### src/hw/rtl/btgr_pkg.sv
// Shared types, constants and register codes of the bitmap text glyph renderer.
// No dependencies; every other file of the block imports this package.
`default_nettype none

package btgr_pkg;

    // Glyph memory geometry. The byte count is a power of two so that every
    // address wraps by truncation.
    localparam int FONT_BYTES      = 8192;
    localparam int FONT_AW         = $clog2(FONT_BYTES);
    localparam int MAX_GLYPH_BYTES = 48;
    localparam int CNT_W           = $clog2(MAX_GLYPH_BYTES + 1);
    localparam int QUEUE_DEPTH_DEF = 4;

    // The font table starts at the space character.
    localparam logic [7:0] FIRST_CODE = 8'h20;

    // Configuration port.
    localparam int PADDR_W = 5;
    localparam int PDATA_W = 32;

    localparam logic [2:0] REG_GLYPH_WIDTH  = 3'd0;
    localparam logic [2:0] REG_GLYPH_HEIGHT = 3'd1;
    localparam logic [2:0] REG_TEXT_COLOR   = 3'd2;
    localparam logic [2:0] REG_BACK_COLOR   = 3'd3;
    localparam logic [2:0] REG_SCREEN_W     = 3'd4;
    localparam logic [2:0] REG_SCREEN_H     = 3'd5;
    localparam logic [2:0] REG_WIN_X        = 3'd6;
    localparam logic [2:0] REG_WIN_Y        = 3'd7;

    // Input commands and result kinds.
    localparam logic CMD_LOAD    = 1'b0;
    localparam logic CMD_DRAW    = 1'b1;
    localparam logic KIND_WINDOW = 1'b0;
    localparam logic KIND_PIXELS = 1'b1;

    typedef struct packed {
        logic [4:0]  glyph_width;
        logic [4:0]  glyph_height;
        logic [15:0] text_color;
        logic [15:0] back_color;
        logic [15:0] screen_w;
        logic [15:0] screen_h;
        logic [15:0] win_x;
        logic [15:0] win_y;
    } t_cfg;

    // One classified job handed from the front end to the back end. For a
    // load, addr and data are the byte to store; for a draw, addr is the
    // glyph base address and the rest describes the window.
    typedef struct packed {
        logic               draw;
        logic [FONT_AW-1:0] addr;
        logic [7:0]         data;
        logic [CNT_W-1:0]   count;
        logic [15:0]        x_first;
        logic [15:0]        x_last;
        logic [15:0]        y_first;
        logic [15:0]        y_last;
    } t_job;

endpackage

`default_nettype wire

### src/hw/rtl/btgr_queue.sv
// Short job queue between the front and back ends of the glyph renderer.
// Depends on btgr_pkg for the job type.
`default_nettype none

module btgr_queue import btgr_pkg::*; #(
    parameter int DEPTH = QUEUE_DEPTH_DEF
) (
    input  wire   i_clk,
    input  wire   i_rst_n,
    input  wire   i_push,
    input  t_job  i_job,
    output logic  o_full,
    input  wire   i_pop,
    output t_job  o_job,
    output logic  o_empty
);

    localparam int IDX_W = $clog2(DEPTH);
    localparam int CNT_QW = $clog2(DEPTH + 1);

    t_job              r_mem [DEPTH];
    logic [IDX_W-1:0]  r_wr_ptr, r_rd_ptr;
    logic [CNT_QW-1:0] r_count;
    logic              do_push, do_pop;

    assign o_full  = (r_count == CNT_QW'(DEPTH));
    assign o_empty = (r_count == '0);
    assign o_job   = r_mem[r_rd_ptr];
    assign do_push = i_push && !o_full;
    assign do_pop  = i_pop && !o_empty;

    always_ff @(posedge i_clk) begin
        if (!i_rst_n) begin
            r_wr_ptr <= '0;
            r_rd_ptr <= '0;
            r_count  <= '0;
        end else begin
            if (do_push) begin
                r_wr_ptr <= (r_wr_ptr == IDX_W'(DEPTH - 1)) ? '0 : r_wr_ptr + 1'b1;
            end
            if (do_pop) begin
                r_rd_ptr <= (r_rd_ptr == IDX_W'(DEPTH - 1)) ? '0 : r_rd_ptr + 1'b1;
            end
            if (do_push && !do_pop) begin
                r_count <= r_count + 1'b1;
            end else if (do_pop && !do_push) begin
                r_count <= r_count - 1'b1;
            end
        end
    end

    always_ff @(posedge i_clk) begin
        if (do_push) begin
            r_mem[r_wr_ptr] <= i_job;
        end
    end

endmodule

`default_nettype wire

### config.mk
export PLATFORM = sky130hd
export DESIGN_NAME = btgr_queue
export DESIGN_NICKNAME = d
export VERILOG_FILES = /design/src/hw/rtl/btgr_pkg.sv /design/src/hw/rtl/btgr_queue.sv
export SDC_FILE = /design/constraint.sdc
export NUM_CORES = 1
export LEC_CHECK = 0
export BUFFER_PORTS_ARGS = -buffer_cell sky130_fd_sc_hd__buf_2
export CORE_MARGIN = 2
export CORE_UTILIZATION = 57
export DETAILED_ROUTE_END_ITERATION = 7
export GPL_TIMING_DRIVEN = 0
export MAX_ROUTING_LAYER = met4
export PLACE_DENSITY_LB_ADDON = 0.1
export SYNTH_ARGS = -nofsm -noshare
export SYNTH_HDL_FRONTEND = slang
export SYNTH_SLANG_ARGS = --single-unit
export TNS_END_PERCENT = 30
### constraint.sdc
create_clock -name i_clk -period 4.4 [get_ports i_clk]
set_input_delay 0.88 -clock i_clk [delete_from_list [all_inputs] [get_ports i_clk]]
set_output_delay 0.88 -clock i_clk [all_outputs]
set_load 0.01 [all_outputs]
==> run metrics <==
initial antenna violation count=2; largest net degree at the start of global routing=54; Critical Path AT=2.39 ns; P&R area growth vs syn=19.43%; aggregate routed wire length=roughly 24000 um; number of cell rows=56; total number of vias=6232; Congestion Overflow GR=0; Worst-Margin Slew=0.8004 ns; Vias/cell=~5.6; Final ANT Viol Nets=0; Worst Clk Skew=0.01047 ns; Final setup viols=0; starting density of the core=58.24%; die area=25380 sq um; RR Startpoint=r_count[1]; Max Cap Viol=0; maximum clock insertion buffer count=3; post-synth cell types=23; post-DP HPWL=between 10000 and 15000 um; Ports=190; fin cells=1116; Root Driver=clkbuf_16; kind of critical path=register to output port; Die X=159.3 um; Worst Setup Start Kind=register; vias in the first global route=around 6700; Synth Warn #=0; CTS tree=yes; Filler cells=1483; port bufs=189; FMAX=~0.3 GHz; Worst Setup End Kind=output port; Hold Buf Count CTS=0; FF-to-FF End=r_count[2]; Hold WC Path Type=register to register; Synth Area per Inst=around 26 sq um; core footprint=23610 sq um; minimum clock period=approximately 3.3 ns; worst-path fanout max=10; Syn Inst Count=around 530; drt first pass iters=4; DRC marker count from the first detailed-route iteration=430; clock sink count=377; commonest non-fill, non-tap cells in the layout=368 x edfxtp_1, 199 x buf_2, 92 x mux4_2, 41 x clkbuf_16, 13 x clkinv_1; final critical-path share of the clock period=74.39%; dpl cells=1043; final-report max-slew violation count=0; first-pass GRT wire length=36930 um; Post-CTS Resized=0; average routed wire per standard cell=21.40 um; Hold Vio Cnt, Final=0; nets=868; worst relative slew slack=46.64%; PD cells=585.4 nW/um^2; htree depth=2; setup slack, reg-to-reg=1.96 ns; chip height=roughly 160 um; Pleak=5.561 nW; outcome=finished, final reports clean; worst setup path endpoint=o_job[88]; Synth Cell Area=~14000 sq um; most common cell after layout, fill and taps aside=edfxtp_1; Skew-Pair Late Insertion Delay=0.51 ns; Max VDD drop=0.4257 mV; number of buffers created by CTS=39; R2R cell count=7; routability cong.=0.7220; Total GRT Usage=19.75%; Residual DRC=0; register bit count reported by yosys=377; layout cells sized above 1=about 45%; post-synthesis net count=634; Critical Path RT=3.52 ns; RSZ-0062 raised after global routing=no; Reg clk slew, reported paths=0.06 ns; Seq/Total Area, Yosys=81.67%; total power=0.009616 W; postcts setup bufs=0
## sequential cells by signal (all words and copies together), names as in the netlist, named ones only
register	cells
r_count	3
r_mem	368
r_rd_ptr	2
r_wr_ptr	2
## where the power goes
part,total (W),switching [W],internal (W)
Sequential,0.00447,0.0000946,0.00437
Combinational,0.00211,0.00108,0.00102
Clock,0.00304,0.00123,0.00181
Total,0.00962,0.00241,0.00720
## synth_stat cells, drive strengths merged
cell / instances / share of area [%]
o21ai: 3 / 0.11
mux4: 92 / 15
xor2: 1 / 0.064
nor2b: 2 / 0.091
edfxtp: 368 / 80
inv: 3 / 0.082
o31ai: 1 / 0.055
nor2: 2 / 0.055
nand3: 2 / 0.073
clkbuf: 3 / 0.082
ha: 6 / 0.55
nor3: 1 / 0.036
fa: 1 / 0.15
mux2i: 3 / 0.22
or3: 1 / 0.046
nand2: 6 / 0.16
xnor2: 1 / 0.064
buf: 19 / 1.1
and2: 5 / 0.23
dfxtp: 9 / 1.3
nor3b: 1 / 0.055
a21boi: 1 / 0.055
## kinds of logic after synthesis
family	share of synthesized area, %
compound gates	0.2184
fa+ha+maj	0.6915
buf+inv	1.265
mux	15.29
flops	81.67
simple gates	0.7461
xor+xnor	0.1274
## layout make-up
class	instances	area, sq um	share of cell area, %
sequential	377	11230	68.38
tap	319	399.1	2.430
buffer	22	162.7	0.9903
clock buffer	48	1052	6.407
inverter	3	11.26	0.06856
antenna	4	10.01	0.06094
multi-input combinational	129	2357	14.35
clock inverter	21	145.1	0.8837
timing repair buffer	193	1056	6.429
## worst min path at each step
stage / start / endpoint / slack [ns] / cells past startpoint
floorplan: r_wr_ptr[1] / r_wr_ptr[1] / 0.47 / 2
global placement: r_wr_ptr[1] / r_wr_ptr[1] / 0.48 / 2
detailed placement: r_wr_ptr[1] / r_wr_ptr[1] / 0.49 / 2
CTS: r_wr_ptr[1] / r_wr_ptr[1] / 0.50 / 2
global route: r_wr_ptr[1] / r_wr_ptr[1] / 0.56 / 2
finish: r_wr_ptr[1] / r_wr_ptr[1] / 0.50 / 2
## critical path, cell delays in order, from the launching register on
cell,delay [ns]
dfxtp_1,0.33
clkbuf_1,0.61
buf_2,0.42
mux4_2,0.36
buf_2,0.16
## metrics by stage
| stage | instance area [sq um] | utilization (%) | hold slack [ns] | setup TNS, ns | worst slack (ns) |
|---|---|---|---|---|---|
| floorplan | 13750 | - | 0.4677 | 0 | 0.6351 |
| global placement | 15100 | 63.94 | 0.4751 | -382.92 | -1.050 |
| detailed placement | 15220 | 64.44 | 0.4948 | 0 | 1.615 |
| CTS | 16410 | 69.52 | 0.5029 | 0 | 1.060 |
| global route | 16420 | 69.54 | 0.5582 | 0 | 1.015 |
| finish | 16420 | 69.56 | 0.5045 | 0 | 1.127 |
## layer usage
layer | share of wire, % | track usage, %
met1 | 40 | 25.17
met5 | 0 | -
met3 | 6.6 | 4.611
met2 | 51 | 32.29
met4 | 2.0 | 5.909
Note: power is estimated with default switching activity, not from simulation.
