===== src/hw/rtl/btgr_pkg.sv =====
// Shared types, constants and register codes of the bitmap text glyph renderer.
// No dependencies; every other file of the block imports this package.
`default_nettype none

package btgr_pkg;

    // Glyph memory geometry. The byte count is a power of two so that every
    // address wraps by truncation.
    localparam int FONT_BYTES      = 8192;
    localparam int FONT_AW         = $clog2(FONT_BYTES);
    localparam int MAX_GLYPH_BYTES = 48;
    localparam int CNT_W           = $clog2(MAX_GLYPH_BYTES + 1);
    localparam int QUEUE_DEPTH_DEF = 4;

    // The font table starts at the space character.
    localparam logic [7:0] FIRST_CODE = 8'h20;

    // Configuration port.
    localparam int PADDR_W = 5;
    localparam int PDATA_W = 32;

    localparam logic [2:0] REG_GLYPH_WIDTH  = 3'd0;
    localparam logic [2:0] REG_GLYPH_HEIGHT = 3'd1;
    localparam logic [2:0] REG_TEXT_COLOR   = 3'd2;
    localparam logic [2:0] REG_BACK_COLOR   = 3'd3;
    localparam logic [2:0] REG_SCREEN_W     = 3'd4;
    localparam logic [2:0] REG_SCREEN_H     = 3'd5;
    localparam logic [2:0] REG_WIN_X        = 3'd6;
    localparam logic [2:0] REG_WIN_Y        = 3'd7;

    // Input commands and result kinds.
    localparam logic CMD_LOAD    = 1'b0;
    localparam logic CMD_DRAW    = 1'b1;
    localparam logic KIND_WINDOW = 1'b0;
    localparam logic KIND_PIXELS = 1'b1;

    typedef struct packed {
        logic [4:0]  glyph_width;
        logic [4:0]  glyph_height;
        logic [15:0] text_color;
        logic [15:0] back_color;
        logic [15:0] screen_w;
        logic [15:0] screen_h;
        logic [15:0] win_x;
        logic [15:0] win_y;
    } t_cfg;

    // One classified job handed from the front end to the back end. For a
    // load, addr and data are the byte to store; for a draw, addr is the
    // glyph base address and the rest describes the window.
    typedef struct packed {
        logic               draw;
        logic [FONT_AW-1:0] addr;
        logic [7:0]         data;
        logic [CNT_W-1:0]   count;
        logic [15:0]        x_first;
        logic [15:0]        x_last;
        logic [15:0]        y_first;
        logic [15:0]        y_last;
    } t_job;

endpackage

`default_nettype wire


===== src/hw/rtl/btgr_ifs.sv =====
// Handshake channels of the glyph renderer: the command item channel and the
// result item channel. Depends on btgr_pkg for the address width.
`default_nettype none

interface btgr_item_if import btgr_pkg::*; ();
    logic               valid;
    logic               ready;
    logic               cmd;
    logic [FONT_AW-1:0] font_addr;
    logic [7:0]         font_byte;
    logic [7:0]         char_code;
    logic               new_string;
    logic [15:0]        start_line;

    modport source (
        output valid, cmd, font_addr, font_byte, char_code, new_string, start_line,
        input  ready
    );
    modport sink (
        input  valid, cmd, font_addr, font_byte, char_code, new_string, start_line,
        output ready
    );
endinterface


`default_nettype wire


===== src/hw/rtl/btgr_front.sv =====
// Front end of the glyph renderer: accepts command items, runs the text cursor
// and turns each item into a job for the queue. Depends on btgr_pkg, btgr_ifs.
`default_nettype none

module btgr_front import btgr_pkg::*; (
    input  wire         i_clk,
    input  wire         i_rst_n,
    input  t_cfg        i_cfg,
    btgr_item_if.sink   i_item,
    output logic        o_push,
    output t_job        o_job,
    input  wire         i_full
);

    localparam logic [1:0] F_IDLE  = 2'd0;
    localparam logic [1:0] F_XWRAP = 2'd1;
    localparam logic [1:0] F_YWRAP = 2'd2;
    localparam logic [1:0] F_JOB   = 2'd3;

    logic [1:0]         r_state, n_state;
    logic               r_cmd;
    logic [FONT_AW-1:0] r_addr;
    logic [7:0]         r_byte;
    logic [7:0]         r_code;
    logic               r_new;
    logic [15:0]        r_start;
    logic [15:0]        r_cur_x, n_cur_x;
    logic [15:0]        r_cur_line, n_cur_line;
    logic [CNT_W-1:0]   r_fsize;
    logic [15:0]        r_offs;

    logic [15:0]        w16, h16;
    logic [15:0]        x0, l0, x_span, y_span;
    logic [9:0]         area;
    logic [6:0]         area_bytes;
    logic [CNT_W-1:0]   fsize;
    logic [CNT_W+15:0]  base_full;
    logic               accept;

    assign w16        = {11'd0, i_cfg.glyph_width};
    assign h16        = {11'd0, i_cfg.glyph_height};
    assign accept     = i_item.valid && i_item.ready;
    assign i_item.ready = (r_state == F_IDLE);

    // A new string restarts at column zero on its own start line.
    assign x0     = r_new ? 16'd0 : r_cur_x;
    assign l0     = r_new ? r_start : r_cur_line;
    assign x_span = x0 - i_cfg.win_x + w16;
    assign y_span = r_cur_line - i_cfg.win_y + h16;

    // Glyph byte count, floored and saturated.
    assign area       = {5'd0, i_cfg.glyph_width} * {5'd0, i_cfg.glyph_height};
    assign area_bytes = area[9:3];
    assign fsize      = (area_bytes > 7'(MAX_GLYPH_BYTES)) ? CNT_W'(MAX_GLYPH_BYTES)
                                                           : CNT_W'(area_bytes);

    assign base_full = r_offs * r_fsize;

    always_comb begin
        n_state    = r_state;
        n_cur_x    = r_cur_x;
        n_cur_line = r_cur_line;
        o_push     = 1'b0;
        o_job      = '0;
        unique case (r_state)
            F_IDLE: begin
                if (accept) begin
                    n_state = (i_item.cmd == CMD_DRAW) ? F_XWRAP : F_JOB;
                end
            end
            F_XWRAP: begin
                if (x_span > i_cfg.screen_w) begin
                    n_cur_x    = i_cfg.win_x;
                    n_cur_line = l0 + h16;
                end else begin
                    n_cur_x    = x0;
                    n_cur_line = l0;
                end
                n_state = F_YWRAP;
            end
            F_YWRAP: begin
                if (y_span > i_cfg.screen_h) begin
                    n_cur_x    = i_cfg.win_x;
                    n_cur_line = i_cfg.win_y;
                end
                n_state = F_JOB;
            end
            F_JOB: begin
                o_push = !i_full;
                if (r_cmd == CMD_DRAW) begin
                    o_job.draw    = 1'b1;
                    o_job.addr    = base_full[FONT_AW-1:0];
                    o_job.count   = r_fsize;
                    o_job.x_first = r_cur_x;
                    o_job.x_last  = r_cur_x + w16 - 16'd1;
                    o_job.y_first = r_cur_line;
                    o_job.y_last  = r_cur_line + h16 - 16'd1;
                end else begin
                    o_job.draw = 1'b0;
                    o_job.addr = r_addr;
                    o_job.data = r_byte;
                end
                if (!i_full) begin
                    if (r_cmd == CMD_DRAW) begin
                        n_cur_x = r_cur_x + w16;
                    end
                    n_state = F_IDLE;
                end
            end
            default: n_state = F_IDLE;
        endcase
    end

    always_ff @(posedge i_clk) begin
        if (!i_rst_n) begin
            r_state    <= F_IDLE;
            r_cur_x    <= '0;
            r_cur_line <= '0;
        end else begin
            r_state    <= n_state;
            r_cur_x    <= n_cur_x;
            r_cur_line <= n_cur_line;
        end
    end

    always_ff @(posedge i_clk) begin
        if (accept) begin
            r_cmd   <= i_item.cmd;
            r_addr  <= i_item.font_addr;
            r_byte  <= i_item.font_byte;
            r_code  <= i_item.char_code;
            r_new   <= i_item.new_string;
            r_start <= i_item.start_line;
        end
        if (r_state == F_XWRAP) begin
            r_fsize <= fsize;
            r_offs  <= {8'd0, r_code} - {8'd0, FIRST_CODE};
        end
    end

endmodule

`default_nettype wire


===== src/flat_wrapper.sv =====
// flat-port wrapper written by rule: the top's interface ports become plain ports
module btgr_front_flat import btgr_pkg::*;
  (i_clk, i_rst_n, i_cfg, o_push, o_job, i_full, i_item_valid, i_item_cmd, i_item_font_addr, i_item_font_byte, i_item_char_code, i_item_new_string, i_item_start_line, i_item_ready);
  btgr_item_if i_item_i ();
  input  wire i_clk;
  input  wire i_rst_n;
  input  t_cfg i_cfg;
  output logic o_push;
  output t_job o_job;
  input  wire i_full;
  input wire logic [$bits(i_item_i.valid)-1:0] i_item_valid;
  input wire logic [$bits(i_item_i.cmd)-1:0] i_item_cmd;
  input wire logic [$bits(i_item_i.font_addr)-1:0] i_item_font_addr;
  input wire logic [$bits(i_item_i.font_byte)-1:0] i_item_font_byte;
  input wire logic [$bits(i_item_i.char_code)-1:0] i_item_char_code;
  input wire logic [$bits(i_item_i.new_string)-1:0] i_item_new_string;
  input wire logic [$bits(i_item_i.start_line)-1:0] i_item_start_line;
  output wire logic [$bits(i_item_i.ready)-1:0] i_item_ready;
  assign i_item_i.valid = i_item_valid;
  assign i_item_i.cmd = i_item_cmd;
  assign i_item_i.font_addr = i_item_font_addr;
  assign i_item_i.font_byte = i_item_font_byte;
  assign i_item_i.char_code = i_item_char_code;
  assign i_item_i.new_string = i_item_new_string;
  assign i_item_i.start_line = i_item_start_line;
  assign i_item_ready = i_item_i.ready;
  btgr_front u_core (.i_clk(i_clk), .i_rst_n(i_rst_n), .i_cfg(i_cfg), .i_item(i_item_i), .o_push(o_push), .o_job(o_job), .i_full(i_full));
endmodule

===== config.mk =====
export PLATFORM = sky130hd
export DESIGN_NAME = btgr_front_flat
export DESIGN_NICKNAME = d
export VERILOG_FILES = /design/src/hw/rtl/btgr_pkg.sv /design/src/hw/rtl/btgr_ifs.sv /design/src/hw/rtl/btgr_front.sv /design/src/flat_wrapper.sv
export SDC_FILE = /design/constraint.sdc
export NUM_CORES = 1
export LEC_CHECK = 0
export ABC_CLOCK_PERIOD_IN_PS = 7600
export BUFFER_PORTS_ARGS = -buffer_cell sky130_fd_sc_hd__clkbuf_2
export CELL_PAD_IN_SITES_DETAIL_PLACEMENT = 0
export CELL_PAD_IN_SITES_GLOBAL_PLACEMENT = 1
export CORE_MARGIN = 2
export CORE_UTILIZATION = 31
export CTS_CLUSTER_DIAMETER = 100
export DETAILED_ROUTE_END_ITERATION = 12
export PLACE_DENSITY = 0.62
export SETUP_SLACK_MARGIN = 0.4
export SYNTH_ARGS = -nofsm -noshare
export SYNTH_HDL_FRONTEND = slang
export SYNTH_SLANG_ARGS = --single-unit

===== constraint.sdc =====
create_clock -name i_clk -period 7.6 [get_ports i_clk]
set_clock_uncertainty 0.1 [all_clocks]
set_input_delay 0 -clock i_clk [delete_from_list [all_inputs] [get_ports i_clk]]
set_output_delay 0 -clock i_clk [all_outputs]
set_load 0.005 [all_outputs]

==> metrics.yaml <==
run_status: "finished, final reports clean"
period_share_pct: 82.20
synthToLayoutAreaGrowth_pct: 23.21
power_leakage_nw: 6.826
critPathLaunchType: "flip-flop"
layout.nets: 2002
dr.first_iter.drc_count: 592
initial_utilization_pct: 31.41
worstSetupPathType: "reg -> reg"
die_area_um2: 38560
cts_made_buffers: 9
multiInputGateArea_um2: 8039
peakVddDrop_v: 0.0002039
final-setup-viol-count: 0
grt_usage_pct: 19.48
path_clk_slew_ns: 0.07
port_buffers: 218
synth_nets: 1731
grt_start_max_net_pins: 66
wl_met2_mm: 16.81
gp_congestion: 0.8554
cp_cell_sequence: "nand2b_1 > fa_1 > inv_1 > ha_1 > a211oi_1 > nor2_1 > o311a_1 > a2111oi_0 > nor3_1 > a211oi_1 > a21oi_1 > xnor2_1 > ha_1 > and4_1 > nand4_1 > a21o_1 > a31o_2 > buf_4 > nor4_1 > xor2_1 > o211ai_1 > o211a_1"
drc: 0
regArea_um2: 2542
tightest_slew_ns: 1.069
synth_top_area_share_pct: 16.36
slew_headroom_pct: 28.73
num_rows: 70
grt_pass1_vias: 10460
viasPerCell: 4.923
timing.final.crit_period_ns: 6.247
wl_per_cell_um: 17.37
cp_max_fo: 18
yosysTopAreaCell: "ha_1"
first_pass_iters: 5
cp_slowest_cell: "fa_1"
vias: 10420
cp_slowest_stage_delay_ns: 0.55
wl_mm: 36.76
final_cell_mix: "218 x clkbuf_2, 185 x inv_1, 149 x ha_1, 118 x nand2_1, 108 x nor2_1"
synthCells: 1370
finalSetupTns_ns: 0
clock_latency_ns: 0.37
rsz0062_at_grt: "false"
worstPathRequired_ns: 7.77
synth_ff_type: "edfxtp_1"
synth_warnings: 0
grt_antenna_before_repair: 3
end_kind: "flip-flop"
async_reset_ff_share_pct: 0
synth_seq_area_share_pct: 22.16
wirelength_met1_mm: 17.89
die_y_um: 196.4
timing.final.ws_setup_ns: 1.353
fill_cells: 3799
numClockSinks: 96
clockRootBuffer: "clkbuf_16"
timing.fmax_ghz: 0.1601
ys_types: 74
finish.instance_area_um2: 14130
drv_slew: 0
cp.arrival_ns: 6.41
post-route-util_pct: 38.70
coreArea_um2: 36520
ys_seq_elements: 96
dp_hpwl_mm: 29.27
syn_avg_cell_area_um2: 8.374
grt-ovfl-total: 0
top_layer_used: "met5"
cts_tree: "built"
io_pins: 251
synth.cell_area_um2: 11470
hold_viol: 0
clk_path_buf_depth: 2
detail-route-antenna-nets: 0
synth.area.top_cells: "ha_1 16%, edfxtp_1 16%, fa_1 9.4%"
dr_wl_met3_mm: 1.593
drive_gt1_share_pct: 16.04
pre_cts_slack_ns: 1.327
placedInstanceArea_um2: 13010
final_common_cell: "clkbuf_2"
min_path_type: "in -> reg"
power.total_mw: 5.299
cts.htree.levels: 3
synth_edf_count: 62
die_x_um: 196.4
powerDensity_nw_per_um2: 374.9
maxCapViolCount: 0
grt_pass1_wl_mm: 58.14
where the power goes:
part | total, mW | switching [mW] | internal, mW
clock network | 0.483 | 0.225 | 0.259
logic | 3.88 | 2.20 | 1.68
registers | 0.935 | 0.191 | 0.744
total | 5.30 | 2.62 | 2.68
sequential cells by signal, indices dropped and copies added, names as in the netlist, 2 cells and up:
register           cells
u_core.r_fsize         6
u_core.r_addr         13
u_core.r_state         2
u_core.r_offs          9
u_core.r_byte          8
u_core.r_cur_line     16
u_core.r_cur_x        16
u_core.r_start        16
u_core.r_code          8
Yosys cell counts, drive strengths merged, types with 11 or more instances:
cell	n
nand3	27
edfxtp	62
nor2b	29
o21a	17
ha	150
nor3	28
xor2	27
and2	40
nand4	15
nor2	109
xnor2	63
buf	11
and3	33
a21o	19
a31oi	19
a211oi	19
a21oi	58
fa	54
nand2	120
inv	185
clkbuf	37
mux2i	24
dfxtp	34
o21ai	70
critical path, delay by kind of cell (launching register included):
family                     cells  cell delay [ns]
buffers and inverters          2             0.30
AOI/OAI and AO/OA              9             2.43
DFF                            1             0.53
adders and majority gates      3             1.14
and+or+nand+nor                6             1.28
xor gates and xnor gates       2             0.34
cell type report:
cell class                      instances  area share (%)
Antenna cell                            2         0.03541
Clock buffer                           11           1.646
Clock inverter                          5          0.4514
Inverter                              185           4.913
Multi-Input combinational cell       1041           56.87
Sequential cell                        96           17.99
Tap cell                              468           4.143
Timing Repair Buffer                  308           13.95
routing by layer:
layer | vias to the layer above | global-route usage [%]
li1 | 5274 | -
met1 | 4915 | 26.95
met2 | 201 | 31.76
met3 | 26 | 3.525
met4 | 2 | 4.125
met5 | - | 0
through the flow:
| stage | cells | hold slack, ns |
|---|---|---|
| final | 2116 | 0.08174 |
| after floorplan | 1370 | -0.06977 |
| after CTS | 2114 | 0.06525 |
| after global placement | 2016 | 0.07620 |
| after detailed placement | 2016 | 0.07861 |
| after global routing | 2115 | 0.1247 |
kinds of logic (layout without fill, tap and decap cells):
family	count (synthesis)	count (layout)	synth area share, %
multiplexers	27	27	2.388
adder cells (fa/ha/maj)	204	204	25.78
buffers and inverters	233	509	7.820
XOR/XNOR	90	90	7.002
other	0	2	0
AO/OA/AOI/OAI	277	277	15.78
AND/OR/NAND/NOR	443	443	19.06
flip-flops	96	96	22.16
timing repair:
item	in CTS	in global routing
hold buffers	82	0
endpoints found under the hold margin	80	0
buffers inserted	0	0
resized for setup	0	0
worst paths after layout:
path | startpoint | endpoint | slack [ns] | cells past startpoint
setup reg to reg | u_core.r_new | u_core.r_cur_line[7] | 1.35 | 22
setup / recovery | u_core.r_new | u_core.r_cur_line[7] | 1.35 | 22
hold / removal | i_cfg[6] | u_core.r_cur_line[6] | 0.08 | 4
hold reg to reg | u_core.r_code[3] | u_core.r_offs[3] | 0.32 | 0
Note: power is estimated with default switching activity, not from simulation.
